[config.mk]
export PLATFORM = sky130hd
export DESIGN_NAME = mux_adc_scan_average_smooth
export DESIGN_NICKNAME = d
export VERILOG_FILES = /design/src/hdl/mas_pkg.sv /design/src/hdl/mas_scan_ctrl.sv /design/src/hdl/mas_chan_store.sv /design/src/hdl/mux_adc_scan_average_smooth.sv
export VERILOG_INCLUDE_DIRS = /design/src /design/src/hdl
export SDC_FILE = /design/constraint.sdc
export NUM_CORES = 1
export LEC_CHECK = 0
export BUFFER_PORTS_ARGS = -buffer_cell sky130_fd_sc_hd__buf_2
export CORE_MARGIN = 5
export CORE_UTILIZATION = 57
export DETAILED_ROUTE_END_ITERATION = 6
export HOLD_SLACK_MARGIN = 0.08
export PLACE_DENSITY = 0.77
export SETUP_SLACK_MARGIN = 0.5
export SLEW_MARGIN = 30
export SYNTH_ARGS = -nofsm -noshare
export SYNTH_HDL_FRONTEND = slang
export SYNTH_HIERARCHICAL = 1
export SYNTH_SLANG_ARGS = --single-unit
[constraint.sdc]
create_clock -name clk -period 10.7 [get_ports clk]
set_clock_uncertainty 0.2 [all_clocks]
set_input_delay 2.14 -clock clk [delete_from_list [all_inputs] [get_ports clk]]
set_output_delay 2.14 -clock clk [all_outputs]
set_load 0.01 [all_outputs]
[src/hdl/mux_adc_scan_average_smooth_defines.svh]
// Assertion macros shared by the scanner RTL.
// Needs signals named clk and rst_n in the module that uses them.
`ifndef MUX_ADC_SCAN_AVERAGE_SMOOTH_DEFINES_SVH
`define MUX_ADC_SCAN_AVERAGE_SMOOTH_DEFINES_SVH

`ifndef SYNTHESIS
// Checked only while out of reset.
`define MAS_ASSERT(lbl, prop, msg) \
  lbl: assert property (@(posedge clk) disable iff (!rst_n) (prop)) else $error(msg);
// Checked on every clock edge, reset included.
`define MAS_ASSERT_ALWAYS(lbl, prop, msg) \
  lbl: assert property (@(posedge clk) (prop)) else $error(msg);
`else
`define MAS_ASSERT(lbl, prop, msg)
`define MAS_ASSERT_ALWAYS(lbl, prop, msg)
`endif

`endif

[src/hdl/mas_pkg.sv]
// Types and constants of the multiplexed ADC scanner.
// No dependencies; used by every module of the block.
package mas_pkg;

  localparam int AVG_LOG2     = 3;
  localparam int AVG_COUNT    = 1 << AVG_LOG2;
  localparam int NUM_CHANNELS = 8;

  localparam int CHAN_FW = 3;   // width of the channel fields
  localparam int CH_AW   = $clog2(NUM_CHANNELS);
  localparam int SMP_W   = 12;
  localparam int EL_W    = 16;
  localparam int CNT_W   = 7;
  localparam int SUM_W   = 18;
  localparam int FILT_W  = 20;   // 12.8 fixed point
  localparam int FRAC_W  = 8;
  localparam int ALPHA_W = 9;
  localparam int CFG_AW  = 2;
  localparam int CFG_DW  = 16;

  localparam logic [ALPHA_W-1:0] ALPHA_ONE = ALPHA_W'(256);
  localparam logic [EL_W-1:0]    EL_MAX    = {EL_W{1'b1}};
  localparam logic [EL_W-1:0]    PERIOD_RST = EL_W'(10);
  localparam logic [ALPHA_W-1:0] ALPHA_RST  = ALPHA_W'(205);

  typedef enum logic [1:0] {
    OP_TICK   = 2'd0,
    OP_SAMPLE = 2'd1,
    OP_READ   = 2'd2
  } op_t;

  typedef enum logic [CFG_AW-1:0] {
    REG_SCAN_PERIOD = 2'd0,
    REG_ALPHA       = 2'd1,
    REG_EN_LOW      = 2'd2
  } cfg_reg_t;

  // Completed average handed from the scan control to the channel store.
  typedef struct packed {
    logic               done;
    logic [CHAN_FW-1:0] channel;
    logic [SMP_W-1:0]   mean;
  } scan_evt_t;

endpackage

[src/hdl/mas_scan_ctrl.sv]
// Scan timing and sample accumulation of the ADC scanner.
// Depends on mas_pkg and the assertion macro header.
`include "mux_adc_scan_average_smooth_defines.svh"

module mas_scan_ctrl (
  input  logic                         clk,
  input  logic                         rst_n,
  input  logic                         go,
  input  mas_pkg::op_t                 op,
  input  logic [mas_pkg::SMP_W-1:0]    sample,
  input  logic [mas_pkg::EL_W-1:0]     scan_period,
  output mas_pkg::scan_evt_t           evt,
  output logic [mas_pkg::CHAN_FW-1:0]  scan_ch_nxt
);
  import mas_pkg::*;

  logic [EL_W-1:0]    elapsed_r, elapsed_nxt;
  logic [CNT_W-1:0]   cnt_r, cnt_nxt, cnt_inc;
  logic [SUM_W-1:0]   sum_r, sum_nxt, sum_inc;
  logic [CHAN_FW-1:0] scan_ch_r, ch_adv;
  logic               due;

  localparam logic [CHAN_FW-1:0] LAST_CH = CHAN_FW'(NUM_CHANNELS - 1);

  assign due     = elapsed_r >= scan_period;
  assign sum_inc = sum_r + SUM_W'(sample);
  assign cnt_inc = cnt_r + CNT_W'(1);
  assign ch_adv  = (scan_ch_r == LAST_CH) ? '0 : scan_ch_r + CHAN_FW'(1);

  always_comb begin
    elapsed_nxt = elapsed_r;
    cnt_nxt     = cnt_r;
    sum_nxt     = sum_r;
    scan_ch_nxt = scan_ch_r;
    evt.done    = 1'b0;
    evt.channel = scan_ch_r;
    evt.mean    = SMP_W'(sum_inc >> AVG_LOG2);
    if (go) begin
      case (op)
        OP_TICK: begin
          if (elapsed_r != EL_MAX) elapsed_nxt = elapsed_r + EL_W'(1);
        end
        OP_SAMPLE: begin
          if (due) begin
            if (cnt_inc >= CNT_W'(AVG_COUNT)) begin
              evt.done    = 1'b1;
              elapsed_nxt = '0;
              cnt_nxt     = '0;
              sum_nxt     = '0;
              scan_ch_nxt = ch_adv;
            end else begin
              cnt_nxt = cnt_inc;
              sum_nxt = sum_inc;
            end
          end
        end
        default: ;
      endcase
    end
  end

  always_ff @(posedge clk) begin
    if (!rst_n) begin
      elapsed_r <= '0;
      cnt_r     <= '0;
      sum_r     <= '0;
      scan_ch_r <= '0;
    end else begin
      elapsed_r <= elapsed_nxt;
      cnt_r     <= cnt_nxt;
      sum_r     <= sum_nxt;
      scan_ch_r <= scan_ch_nxt;
    end
  end

  `MAS_ASSERT(a_cnt_bound, cnt_r < CNT_W'(AVG_COUNT), "sample count passed the average length")
  `MAS_ASSERT(a_done_clears, evt.done |=> (elapsed_r == '0 && cnt_r == '0 && sum_r == '0),
              "completed average did not clear the scan state")
  `MAS_ASSERT(a_idle_sample, (go && op == OP_SAMPLE && !due) |=> $stable(sum_r) && $stable(cnt_r),
              "sample taken while no scan was due")

endmodule

[src/hdl/mas_chan_store.sv]
// Per-channel raw and filtered values with the one-pole smoothing update.
// Depends on mas_pkg and the assertion macro header.
`include "mux_adc_scan_average_smooth_defines.svh"

module mas_chan_store (
  input  logic                          clk,
  input  logic                          rst_n,
  input  mas_pkg::scan_evt_t            evt,
  input  logic                          rd_sel,
  input  logic [mas_pkg::CHAN_FW-1:0]   rd_ch,
  input  logic [mas_pkg::ALPHA_W-1:0]   alpha,
  output logic [mas_pkg::SMP_W-1:0]     new_filt,
  output logic [mas_pkg::SMP_W-1:0]     rd_raw,
  output logic [mas_pkg::SMP_W-1:0]     rd_filt
);
  import mas_pkg::*;

  logic [SMP_W-1:0]        raw_r  [NUM_CHANNELS];
  logic [FILT_W-1:0]       filt_r [NUM_CHANNELS];
  logic [NUM_CHANNELS-1:0] primed_r;

  logic [CHAN_FW-1:0]      addr;
  logic [CH_AW-1:0]        idx;
  logic                    hit, in_range;
  logic [SMP_W-1:0]        raw_q;
  logic [FILT_W-1:0]       filt_q, filt_upd, mean_fx;
  logic [ALPHA_W-1:0]      a_sat;
  logic signed [FILT_W:0]  diff;
  logic signed [FILT_W+ALPHA_W+1:0] prod, acc;

  // One read port, shared: an update reads the scan channel, a read its own.
  assign addr     = rd_sel ? rd_ch : evt.channel;
  assign idx      = addr[CH_AW-1:0];
  assign in_range = {1'b0, addr} < (CHAN_FW + 1)'(NUM_CHANNELS);
  assign hit      = in_range && primed_r[idx];
  assign raw_q    = hit ? raw_r[idx]  : '0;
  assign filt_q   = hit ? filt_r[idx] : '0;

  // new = old + a * (mean * 256 - old) / 256, one multiplier.
  assign a_sat    = (alpha > ALPHA_ONE) ? ALPHA_ONE : alpha;
  assign mean_fx  = {evt.mean, {FRAC_W{1'b0}}};
  assign diff     = $signed({1'b0, mean_fx}) - $signed({1'b0, filt_q});
  assign prod     = $signed({1'b0, a_sat}) * diff;
  assign acc      = $signed({{(ALPHA_W + 2 - FRAC_W){1'b0}}, filt_q, {FRAC_W{1'b0}}}) + prod;
  assign filt_upd = hit ? acc[FILT_W+FRAC_W-1:FRAC_W] : mean_fx;

  assign new_filt = filt_upd[FILT_W-1:FRAC_W];
  assign rd_raw   = raw_q;
  assign rd_filt  = filt_q[FILT_W-1:FRAC_W];

  always_ff @(posedge clk) begin
    if (evt.done) begin
      raw_r[idx]  <= evt.mean;
      filt_r[idx] <= filt_upd;
    end
  end

  always_ff @(posedge clk) begin
    if (!rst_n) begin
      primed_r <= '0;
    end else if (evt.done) begin
      primed_r[idx] <= 1'b1;
    end
  end

  `MAS_ASSERT_ALWAYS(a_reset_unprimed, !rst_n |=> primed_r == '0, "reset left a channel primed")
  `MAS_ASSERT(a_update_primes, evt.done |=> primed_r[$past(idx)], "update did not prime channel")
  `MAS_ASSERT(a_primed_sticky, rst_n |=> (primed_r & $past(primed_r)) == $past(primed_r),
              "a primed channel lost its flag")

endmodule

[src/hdl/mux_adc_scan_average_smooth.sv]
// Top level of the multiplexed ADC scanner with per-channel smoothing.
// Depends on mas_pkg, mas_scan_ctrl and mas_chan_store.
//
// Usage: every request on the in_ channel is one of a millisecond tick, an
// ADC sample or a read of one channel, and each request yields exactly one
// result on the out_ channel, in order. Both channels use valid and ready.
// A request is captured in an input register; once the output register is
// free, the scan control and the channel store work on it in one pass of
// logic and the result lands in the output register. The block takes one
// request per cycle while the receiver keeps up: in_ready stays high
// whenever the output register is empty or is being emptied, so a result
// waiting for its receiver does not stop the next request from being
// captured. When the receiver stalls, the result holds, the one request
// behind it holds in the input register and in_ready drops.
// The smoothing update is one 10 x 21 bit multiply-add on the selected
// channel, which sets the length of the one combinational path.
// Synchronous reset clears the scan timer, accumulator, channel select and
// primed flags (unprimed channels read as zero), empties both registers and
// loads the configuration defaults. Configuration writes on cfg_ take effect
// at once; the user makes them only while the block is idle (unenforced).
module mux_adc_scan_average_smooth (
  input  logic                          clk,
  input  logic                          rst_n,
  input  logic                          cfg_we,
  input  logic [mas_pkg::CFG_AW-1:0]    cfg_addr,
  input  logic [mas_pkg::CFG_DW-1:0]    cfg_wdata,
  input  logic                          in_valid,
  output logic                          in_ready,
  input  logic [1:0]                    in_op,
  input  logic [mas_pkg::SMP_W-1:0]     in_sample,
  input  logic [mas_pkg::CHAN_FW-1:0]   in_read_channel,
  output logic                          out_valid,
  input  logic                          out_ready,
  output logic [mas_pkg::CHAN_FW-1:0]   out_mux_select,
  output logic                          out_mux_enable_level,
  output logic                          out_updated,
  output logic [mas_pkg::CHAN_FW-1:0]   out_updated_channel,
  output logic [mas_pkg::SMP_W-1:0]     out_new_raw,
  output logic [mas_pkg::SMP_W-1:0]     out_new_filtered,
  output logic [mas_pkg::SMP_W-1:0]     out_read_raw,
  output logic [mas_pkg::SMP_W-1:0]     out_read_filtered
);
  import mas_pkg::*;

  // Configuration registers.
  logic [EL_W-1:0]    period_r;
  logic [ALPHA_W-1:0] alpha_r;
  logic               en_low_r;

  // Input register.
  logic               in_vld_r;
  logic [1:0]         op_r;
  logic [SMP_W-1:0]   sample_r;
  logic [CHAN_FW-1:0] rch_r;

  // Output register.
  logic               out_vld_r;
  logic [CHAN_FW-1:0] sel_r, upd_ch_r;
  logic               en_lvl_r, upd_r;
  logic [SMP_W-1:0]   new_raw_r, new_filt_r, rd_raw_r, rd_filt_r;

  logic               go, in_take, is_read;
  op_t                op;
  scan_evt_t          evt;
  logic [CHAN_FW-1:0] scan_ch_nxt;
  logic [SMP_W-1:0]   new_filt, rd_raw, rd_filt;

  // The captured request moves on whenever the output register is free.
  assign go       = in_vld_r && (!out_vld_r || out_ready);
  assign in_ready = !in_vld_r || go;
  assign in_take  = in_valid && in_ready;
  assign op       = op_t'(op_r);
  assign is_read  = (op == OP_READ);

  always_ff @(posedge clk) begin
    if (!rst_n) begin
      period_r <= PERIOD_RST;
      alpha_r  <= ALPHA_RST;
      en_low_r <= 1'b0;
    end else if (cfg_we) begin
      case (cfg_reg_t'(cfg_addr))
        REG_SCAN_PERIOD: period_r <= cfg_wdata[EL_W-1:0];
        REG_ALPHA:       alpha_r  <= cfg_wdata[ALPHA_W-1:0];
        REG_EN_LOW:      en_low_r <= cfg_wdata[0];
        default: ;
      endcase
    end
  end

  mas_scan_ctrl u_scan (
    .clk         (clk),
    .rst_n       (rst_n),
    .go          (go),
    .op          (op),
    .sample      (sample_r),
    .scan_period (period_r),
    .evt         (evt),
    .scan_ch_nxt (scan_ch_nxt)
  );

  mas_chan_store u_store (
    .clk      (clk),
    .rst_n    (rst_n),
    .evt      (evt),
    .rd_sel   (is_read),
    .rd_ch    (rch_r),
    .alpha    (alpha_r),
    .new_filt (new_filt),
    .rd_raw   (rd_raw),
    .rd_filt  (rd_filt)
  );

  // Control flops of the two registers.
  always_ff @(posedge clk) begin
    if (!rst_n) begin
      in_vld_r  <= 1'b0;
      out_vld_r <= 1'b0;
    end else begin
      if (in_take) begin
        in_vld_r <= 1'b1;
      end else if (go) begin
        in_vld_r <= 1'b0;
      end
      if (go) begin
        out_vld_r <= 1'b1;
      end else if (out_ready) begin
        out_vld_r <= 1'b0;
      end
    end
  end

  // Payload flops; no reset needed.
  always_ff @(posedge clk) begin
    if (in_take) begin
      op_r     <= in_op;
      sample_r <= in_sample;
      rch_r    <= in_read_channel;
    end
    if (go) begin
      sel_r      <= scan_ch_nxt;
      en_lvl_r   <= !en_low_r;
      upd_r      <= evt.done;
      upd_ch_r   <= evt.done ? evt.channel : '0;
      new_raw_r  <= evt.done ? evt.mean : '0;
      new_filt_r <= evt.done ? new_filt : '0;
      rd_raw_r   <= is_read ? rd_raw : '0;
      rd_filt_r  <= is_read ? rd_filt : '0;
    end
  end

  assign out_valid            = out_vld_r;
  assign out_mux_select       = sel_r;
  assign out_mux_enable_level = en_lvl_r;
  assign out_updated          = upd_r;
  assign out_updated_channel  = upd_ch_r;
  assign out_new_raw          = new_raw_r;
  assign out_new_filtered     = new_filt_r;
  assign out_read_raw         = rd_raw_r;
  assign out_read_filtered    = rd_filt_r;

endmodule
Word-level counts from Yosys, hierarchy flattened:

Memories as Yosys holds them, arrays and structs flattened. A register that Yosys moved wholly into a read port is not among the register bits.
Index checks and enable logic that the tools add are counted.

* input bits: 40
* memories kept: 2
* RAM bits: 256
* logic and storage cells: 93
* flip-flop bits (word level): 141
* output and inout bits: 58

* multiplexer cells: 29
* reductions and logical operators: 20
* bitwise logic cells: 1
* magnitude comparators: 5
* equality and inequality tests: 9
* multipliers: 1
* add/subtract/negate cells: 6

Memories
* u_store.filt_r: depth 8, width 20, rd ports 1, clocked after memory_dff 0, wr ports 1, line mas_chan_store.sv:19 `logic [FILT_W-1:0] filt_r [NUM_CHANNELS];`
* u_store.raw_r: depth 8, width 12, rd ports 1, clocked after memory_dff 1, wr ports 1, line mas_chan_store.sv:18 `logic [SMP_W-1:0] raw_r [NUM_CHANNELS];`

Operators by type and width (number)
* 16-bit two-way mux: 3
* 20-bit two-way mux: 2
* 16-bit one-hot mux with 2 select lines: 1
* 28-bit adder: 1
* 10-bit by 21-bit multiplier with 28-bit output: 1
* 20-bit by 20-bit subtractor with 21-bit output: 1
* 18-bit by 12-bit adder with 18-bit output: 1
* 18-bit two-way mux: 1
* 3-bit two-way mux: 6
* 16-bit by 1-bit adder with 16-bit output, second input constant: 1
* 16-bit >= comparator: 1
* 16-bit inequality test, second input constant: 1
* 1-bit two-way mux: 12
* 9-bit > comparator, second input constant: 1
* 9-bit two-way mux: 1
* 8-bit OR: 1
* 2-bit AND reduction: 4
* 7-bit by 1-bit adder with 7-bit output, second input constant: 1
* 7-bit by 4-bit >= comparator with 1-bit output, second input constant: 1
* 7-bit two-way mux: 1
* 2-bit by 1-bit inequality test with 1-bit output, second input constant: 3
* 2-bit nonzero test: 3
* 5-bit AND reduction: 1
* 2-bit by 1-bit == test with 1-bit output, second input constant: 2
* 12 further kinds: 20

Longest topological paths before layout:

Gate-level depths: netlist of run 1.

* depth in word-level cells: 9
* mapped depth: 45

Modules after synthesis:

Netlist of run 1, hierarchy kept.

By module, submodules not included
* mas_chan_store: area an instance 17948.5 µm², times used 1, cells each 1563
* mux_adc_scan_average_smooth: area an instance 3701.0 µm², times used 1, cells each 252
* mas_scan_ctrl: area an instance 2929.1 µm², times used 1, cells each 353

Worst setup path before layout of run 1:

Ideal clock, no wire load.

* path type: reg2reg
* start: register op_r[0], in the netlist op[0]
* end: register new_filt_r[11], in the netlist out_new_filtered[11], data pin
* cell stages (with the launch flop): 43
* setup time: 0.137 ns
* path slack: -0.015 ns
* period minus slack after synthesis: 10.715 ns
* arrival: 10.378 ns
* path through: edfxtp_1 nor2b_1 clkbuf_1 buf_6 clkbuf_4 mux2i_4 buf_2 buf_1 buf_1 nand2_1 a31oi_1 o2111ai_1 ha_1 a21o_1 a21o_1 a21o_1 a21o_1 a21o_1 [7 not listed] fa_1 fa_1 fa_1 inv_1 fa_1 inv_1 ha_1 nand3_1 or4_1 a211oi_1 a31oi_1 a211oi_1 nand4_1 nand4b_1 xnor3_1 o21ai_1 buf_4 and2_1

* longest elaborated chain between the ends: 9
* elaborated cells between the ends (all ways): 13
* those cells by class: add/sub (2); mul (1); eq/ne (2); mux (7); memory (1)

RTL lines
* start: declaration: line mux_adc_scan_average_smooth.sv:52 `logic [1:0] op_r;`
* start signal: assignment: line mux_adc_scan_average_smooth.sv:135 `op_r <= in_op;`
* 2-bit == test *: line mux_adc_scan_average_smooth.sv:73 `assign is_read = (op == OP_READ);`
* net is_read: line mux_adc_scan_average_smooth.sv:62 `logic go, in_take, is_read;`
* 3-bit two-way mux *: line mas_chan_store.sv:32 `assign addr = rd_sel ? rd_ch : evt.channel;`
* 1-bit binary-select mux with 3-bit select: line mas_chan_store.sv:35 `assign hit = in_range && primed_r[idx];`
* 1-bit two-way mux (implied by the code): line mas_chan_store.sv:35
* 20-bit two-way mux: line mas_chan_store.sv:37 `assign filt_q = hit ? filt_r[idx] : '0;`
* 20-bit by 20-bit subtractor with 21-bit output: line mas_chan_store.sv:42 `assign diff = $signed({1'b0, mean_fx}) - $signed({1'b0, filt_q});`
* 10-bit by 21-bit multiplier with 28-bit output: line mas_chan_store.sv:43 `assign prod = $signed({1'b0, a_sat}) * diff;`
* 28-bit adder: line mas_chan_store.sv:44 `assign acc = $signed({{(ALPHA_W + 2 - FRAC_W){1'b0}}, filt_q, {FRAC_W{1'b0}}}) + prod;`
* 20-bit two-way mux *: line mas_chan_store.sv:45 `assign filt_upd = hit ? acc[FILT_W+FRAC_W-1:FRAC_W] : mean_fx;`
* net u_store.filt_upd[19]: line mas_chan_store.sv:26 `logic [FILT_W-1:0] filt_q, filt_upd, mean_fx;`
* end signal: assignment: line mux_adc_scan_average_smooth.sv:145 `new_filt_r <= evt.done ? new_filt : '0;`
* end: declaration: line mux_adc_scan_average_smooth.sv:60 `logic [SMP_W-1:0] new_raw_r, new_filt_r, rd_raw_r, rd_filt_r;`

Mark *: on every way through the listed nets, which the timed path passes. The rest lies on a longest branch. The select of a mux whose other input is x is not followed.
A chain may end at the register's enable or synchronous reset.

Worst setup path after layout of run 1:

* start: register op_r[1], in the netlist op[1]
* end: register new_filt_r[11], in the netlist out_new_filtered[11], data pin

* longest elaborated chain between the ends: 9
* elaborated cells between the ends (all ways): 13
* those cells by class: add/sub (2); mul (1); eq/ne (2); mux (7); memory (1)

RTL lines
* 2-bit == test *: line mux_adc_scan_average_smooth.sv:73
* 3-bit two-way mux *: line mas_chan_store.sv:32
* 1-bit binary-select mux with 3-bit select: line mas_chan_store.sv:35
* 1-bit two-way mux (implied by the code): line mas_chan_store.sv:35
* 20-bit two-way mux: line mas_chan_store.sv:37
* 20-bit by 20-bit subtractor with 21-bit output: line mas_chan_store.sv:42
* 10-bit by 21-bit multiplier with 28-bit output: line mas_chan_store.sv:43
* 28-bit adder: line mas_chan_store.sv:44
* 20-bit two-way mux *: line mas_chan_store.sv:45
* net new_filt[11]: line mux_adc_scan_average_smooth.sv:66 `logic [SMP_W-1:0] new_filt, rd_raw, rd_filt;`

Marks and branches as above.

==> summary.md, run 1 <==
| Metric | Value |
|---|---|
| Status | finished clean |
| Synth cell types | 97 |
| Yosys warns | 6 |
| Critical Path RT | 10.93 ns |
| Post-DR vias/cell | 6.15 |
| CP Launch Type | flip-flop |
| Ys async rst share | 0% |
| CTS tree | done |
| H-tree depth | 2 |
| Die Area | 47,400 sq um |
| Clk root buf | clkbuf_16 |
| Initial Util | 57.3% |
| Crit-path max FO | 31 |
| Post-route ant nets | 0 |
| Max Cap Violations | 0 |
| Most used DFF post-synth | edfxtp_1 |
| Layout cells sized above 1 | 16.0% |
| Number of diodes | 0 |
| Worst-margin pin slew | 0.898 ns |
| Fin. max-slew vios | 0 |
| Synthesis-stage register bit count | 406 |
| Crit path DAT | 10.45 ns |
| Sequential share of the synthesized area | 46.5% |
| Tmin final | 10.22 ns |
| Syn Inst Count | 2,168 |
| Clk slew on worst S/H paths | 0.06 ns |
| Non-filler cells, final | 2,922 |
| Port bufs | 97 |
| Crit-path max cell delay | 0.56 ns |
| DRC violations left | 0 |
| DP Wirelength | 45.1 mm |
| Die Ht | 218 um |
| Initial DRC count | 2,027 |
| Final Hold Vio Count | 0 |
| Die X | 218 um |
| CP bufs+invs | 7 |
| CP max stage cell | fa_1 |
| Crit. End Element | flip-flop |
| Clock sinks | 406 |
| Hold Crit Class | reg2reg |
| Max Buffers Root-to-Sink | 3 |
| Delay-heaviest family, CP | compound AO/OA/AOI/OAI gates |
| Highest clock rate | 97.9 MHz |
| Wire per inst | 22.7 um |
| Post-synth EDFFs | 329 |
| Core Area | 42,900 sq um |
| I/O pin count | 98 |
| Final Net Count | 2,621 |
| Total track usage | 27.0% |
| Initial antenna violation count | 2 |
| First-pass GRT wire length | 99.9 mm |
| Vias in the first global route | 17,800 |
| Vias | 18,000 |
| Most frequent cells in the layout | 329 x edfxtp_1, 261 x inv_1, 239 x nand2_1 |
| Unrepaired setup endpoints after global routing | true |
| First-pass iteration count of the detailed router | 6 |
| Final Power | 8.05 mW |
| Mean Syn Cell Area | 11.3 sq um |
| CTS buffer count | 41 |
| PD cells | 286 nW/um^2 |
| Num rows | 76 |
| Type of the worst setup path | reg2reg |
| Pin count of the biggest net entering global routing | 79 |
| Inst Count DP | 2,813 |
| Synthesized Nets | 2,481 |
| Peak supply drop | 0.421 mV |
| Final TNS setup | 0 ns |
| Detailed Route WL | 66.4 mm |
| Later-pin clock latency in the skew report | 0.57 ns |
| Period utilization | 95.5% |
| Layout area overhead | 14.3% |
| Final RePlAce weighted congestion | 0.930 |
| Total congestion overflow | 0 |
| Leakage | 11.4 nW |
| Leading cell type in the layout, fill and taps excluded | edfxtp_1 |
| Setup violators final | 0 |
| Slew HR | 40.1% |
| Mapped Area | 24,600 sq um |
-- flip-flops by register name, indices dropped and copies added (netlist names), 15 cells and up --
name              count
u_scan/elapsed_r     16
period_r             16
u_scan/sum_r         15
u_store/raw_r        96
u_store/filt_r      160
-- final cells by class --
type	count	area, sq um
Multi-Input combinational cell	1392	12100
Inverter	261	980
Timing Repair Buffer	206	1570
Clock inverter	21	183
Tap cell	585	732
Clock buffer	51	1090
Fill cell	3117	14800
Sequential cell	406	11400
-- timing repair --
item,4_1_cts,5_1_grt
setup buffers,14,22
endpoints found under the setup margin,54,65
hold buffers,0,0
cloned,0,1
pin swaps,8,24
resized for setup,20,44
-- worst register-to-register path: cells and delay by family (launching register included) --
family          cells  cell delay (ns)
fa+ha+maj           7             3.14
buf+inv             7             0.83
flops               1             0.40
simple gates        9             1.86
xor+xnor            2             0.45
compound gates     15             3.23
-- path summary, 6_finish.rpt --
kind | from | endpoint | slack [ns] | cells past startpoint
worst min-delay path | period_r[12] | period_r[12] | 0.26 | 2
worst max register to register | op[1] | out_new_filtered[11] | 0.48 | 40
worst min register to register | period_r[12] | period_r[12] | 0.26 | 2
worst max-delay path | op[1] | out_new_filtered[11] | 0.48 | 40
-- power by group --
group / switching [mW] / internal, mW / total, mW
Combinational: 2.80 / 1.87 / 4.67
Sequential: 0.0121 / 1.99 / 2.00
Clock: 0.618 / 0.758 / 1.38
-- kinds of logic (layout without fill, tap and decap cells) --
kind of cell | after synthesis | after routing | synth area share [%]
AND/OR/NAND/NOR | 644 | 645 | 13.4
AO/OA/AOI/OAI | 386 | 386 | 11.2
adder cells (fa/ha/maj) | 273 | 273 | 18.9
buffers and inverters | 371 | 539 | 6.26
multiplexers | 30 | 30 | 1.32
XOR/XNOR | 58 | 58 | 2.37
flip-flops | 406 | 406 | 46.5
-- metrics by stage --
step                cell area [sq um]  worst slack, ns  hold slack [ns]  utilization (%)
finish                          28100            0.482            0.258             65.5
global route                    28100            0.317            0.286             65.5
floorplan                       24600            0.522            0.228                -
detailed placement              26100            0.140            0.251             61.0
global placement                25900            0.403            0.244             60.3
CTS                             27600            0.427            0.259             64.5
-- synthesized netlist by cell type (11+ instances only) --
master	n	share of area [%]
a21boi_0	14	0.43
a21o_1	27	0.82
a21oi_1	49	1.0
a31oi_1	28	0.71
and2_1	91	2.3
and3_1	36	0.92
buf_1	14	0.21
buf_2	11	0.22
buf_4	18	0.55
clkbuf_1	58	0.89
dfxtp_1	77	6.3
edfxtp_1	329	40
fa_1	164	13
ha_1	109	5.5
inv_1	261	4.0
mux2i_1	23	0.94
nand2_1	241	3.7
nand2b_1	19	0.48
nand3_1	34	0.69
nand4_1	17	0.43
nor2_1	92	1.4
nor2b_1	24	0.61
nor3_1	14	0.29
o2111ai_1	11	0.39
o211ai_1	14	0.43
o21a_1	12	0.37
o21ai_0	54	1.1
o221ai_1	24	0.86
o22a_1	11	0.39
o22ai_1	53	1.3
o31ai_1	13	0.40
or4_1	12	0.37
xnor2_1	32	1.1
xor2_1	17	0.61
-- per-layer routing --
layer  up-vias  track usage, %  share of wire [%]
li1       7861               -                  -
met1      8878            36.0                 37
met2      1018            45.3                 49
met3       200            4.43                9.6
met4         0            9.52                4.2
met5         -               0                  0
Power figures use the tool's default switching activity.
==> run 2: changes to the inputs <==
RECOVER_POWER = 25   (was default)
==> run 2 against run 1 <==
  * The flow now finishes with violations (max-capacitance violations, max-slew violations)
  * Non-clock buffer count unchanged
  * Utilization down 0.22 points
  * Design area fell by 0.33%
  * Count of clock-buffer cells in the layout unchanged
  * Critical path depth did not move
  * Final cell count hardly changed
  * Critical endpoint unchanged
==> summary.md, run 2 (synthesis gave the netlist of run 1 again) <==
| Metric | Value |
|---|---|
| Status | finished, violations left (was finished clean) |
| Failing checks | max-capacitance violations, max-slew violations |
| First-pass GRT wire length | 99.9 mm (unchanged) |
| Post-CTS Hold Buffers | 0 (unchanged) |
| Final TNS setup | 0 ns (unchanged) |
| Port bufs | 97 (unchanged) |
| Peak supply drop | 0.423 mV (was 0.421 mV) |
| Layout cells sized above 1 | 14.9% (was 16.0%) |
| PD cells | 288 nW/um^2 (was 286 nW/um^2) |
| Crit path DAT | 10.59 ns (was 10.45 ns) |
| Top flop regs | u_store/filt_r: 160 flops, u_store/raw_r: 96 flops (unchanged) |
| Comb pwr share | 58.1% (about the same) |
| I/O pin count | 98 (unchanged) |
| Post-DR vias/cell | 6.11 (was 6.15) |
| Max Buffers Root-to-Sink | 3 (unchanged) |
| Num rows | 76 (unchanged) |
| Slew HR | -146% (was 40.1%) |
| Die Ht | 218 um (unchanged) |
| Vias in the first global route | 17,800 (unchanged) |
| Total congestion overflow | 0 (unchanged) |
| Sw Pwr | 3.44 mW (was 3.43 mW) |
| Initial Util | 57.3% (unchanged) |
| Hold Crit Class | reg2reg (unchanged) |
| Final RePlAce weighted congestion | 0.930 (unchanged) |
| Most flops, register | u_store/filt_r (unchanged) |
| Setup violators final | 0 (unchanged) |
| Switching part of the total | 42.7% (about the same) |
| Crit-path max cell delay | 0.56 ns (about the same) |
| DP Wirelength | 45.1 mm (unchanged) |
| Max Cap Violations | 3 (was 0) |
| Highest clock rate | 96.6 MHz (was 97.9 MHz) |
| Layout area overhead | 13.9% (was 14.3%) |
| H-tree depth | 2 (unchanged) |
| Detailed Route WL | 66.4 mm (about the same) |
| Period utilization | 96.7% (was 95.5%) |
| First-pass iteration count of the detailed router | 5 (was 6) |
| Die X | 218 um (unchanged) |
| Type of the worst setup path | reg2reg (unchanged) |
| Clock sinks | 406 (unchanged) |
| Final Hold Vio Count | 0 (unchanged) |
| Wire per inst | 22.7 um (about the same) |
| Max reg flops | 160 (unchanged) |
| Pint | 4.62 mW (about the same) |
| Tmin final | 10.35 ns (was 10.22 ns) |
| Most frequent cells in the layout | 329 x edfxtp_1, 261 x inv_1, 239 x nand2_1 (unchanged) |
| Crit-path max FO | 6 (was 31) |
| Pin count of the biggest net entering global routing | 79 (unchanged) |
| Final Power | 8.06 mW (was 8.05 mW) |
| Post-route ant nets | 0 (unchanged) |
| Initial DRC count | 1,936 (was 2,027) |
| Worst-margin pin slew | 3.69 ns (was 0.898 ns) |
| Fin. max-slew vios | 154 (was 0) |
| Critical Path RT | 10.93 ns (about the same) |
| Crit. End Element | flip-flop (unchanged) |
| Final Net Count | 2,621 (unchanged) |
| CP max stage cell | fa_1 (unchanged) |
| Clk root buf | clkbuf_16 (unchanged) |
| Core Area | 42,900 sq um (unchanged) |
| Unrepaired setup endpoints after global routing | true (unchanged) |
| DRC violations left | 0 (unchanged) |
| CP Launch Type | flip-flop (unchanged) |
| CTS buffer count | 41 (unchanged) |
| Leading cell type in the layout, fill and taps excluded | edfxtp_1 (unchanged) |
| Die Area | 47,400 sq um (unchanged) |
| CTS tree | done (unchanged) |
| Sequential power share | 24.8% (about the same) |
| Vias | 17,900 (was 18,000) |
| Initial antenna violation count | 2 (unchanged) |
| Total track usage | 27.0% (unchanged) |
| Later-pin clock latency in the skew report | 0.57 ns (about the same) |
| Finished Core Util | 65.3% (was 65.5%) |
| Leakage | 11.4 nW (about the same) |
| Clock network power share | 17.1% (about the same) |
| Clk slew on worst S/H paths | 0.06 ns (about the same) |
[run 2: worst max-delay path, delay by kind of cell, from the launching register on]
family,cells,cell delay (ns)
AO/OA/AOI/OAI,15,3.30
XOR/XNOR,2,0.45
adder cells (fa/ha/maj),7,3.14
buffers and inverters,7,0.90
flip-flops,1,0.43
AND/OR/NAND/NOR,9,1.79
[run 2: per-stage QoR]
step,area (sq um),setup WS (ns),hold slack [ns],std cells
final,28000,0.349,0.258,2924
after global routing,28000,0.148,0.286,2922
after CTS,27600,0.427,0.259,2899
after detailed placement,26100,0.140,0.251,2813
after global placement,25900,0.403,0.244,2803
after floorplan,24600,0.522,0.228,2168
[run 2: cell type report]
| type | instances | area (sq um) |
|---|---|---|
| fillers | 3142 | 14900 |
| multi-input cells | 1392 | 12100 |
| flip-flops and latches | 406 | 11400 |
| repair buffers | 206 | 1510 |
| clock buffers | 51 | 1090 |
| inverters | 261 | 980 |
| well taps | 585 | 732 |
| clock inverters | 21 | 183 |
| diodes | 2 | 5.00 |
[run 2: worst paths after layout]
kind / from / to / slack [ns] / cells after the start
max: op[0] / out_new_filtered[11] / 0.35 / 40
max reg2reg: op[0] / out_new_filtered[11] / 0.35 / 40
min: period_r[12] / period_r[12] / 0.26 / 2
min reg2reg: period_r[12] / period_r[12] / 0.26 / 2
[run 2: power groups by stage]
stage	combinational (mW)	clock [mW]	sequential (mW)
floorplan	3.13	0	2.03
global placement	4.04	0	2.03
detailed placement	4.17	0	2.03
CTS	4.32	1.39	2.00
global route	5.13	1.47	2.00
finish	4.68	1.38	2.00
[run 2: metal layers]
layer | wire (um) | vias to the layer above | track usage, %
met4 | 2710 | 0 | 9.52
met2 | 32500 | 968 | 45.3
met5 | 0 | - | 0
met3 | 6360 | 181 | 4.43
met1 | 24900 | 8841 | 36.0
li1 | - | 7862 | -
[run 2: timing repair]
item	in CTS	in global routing
resized for setup	20	44
endpoints found under the setup margin	54	65
pin swaps	8	24
setup buffers	14	22
gates cloned	0	1
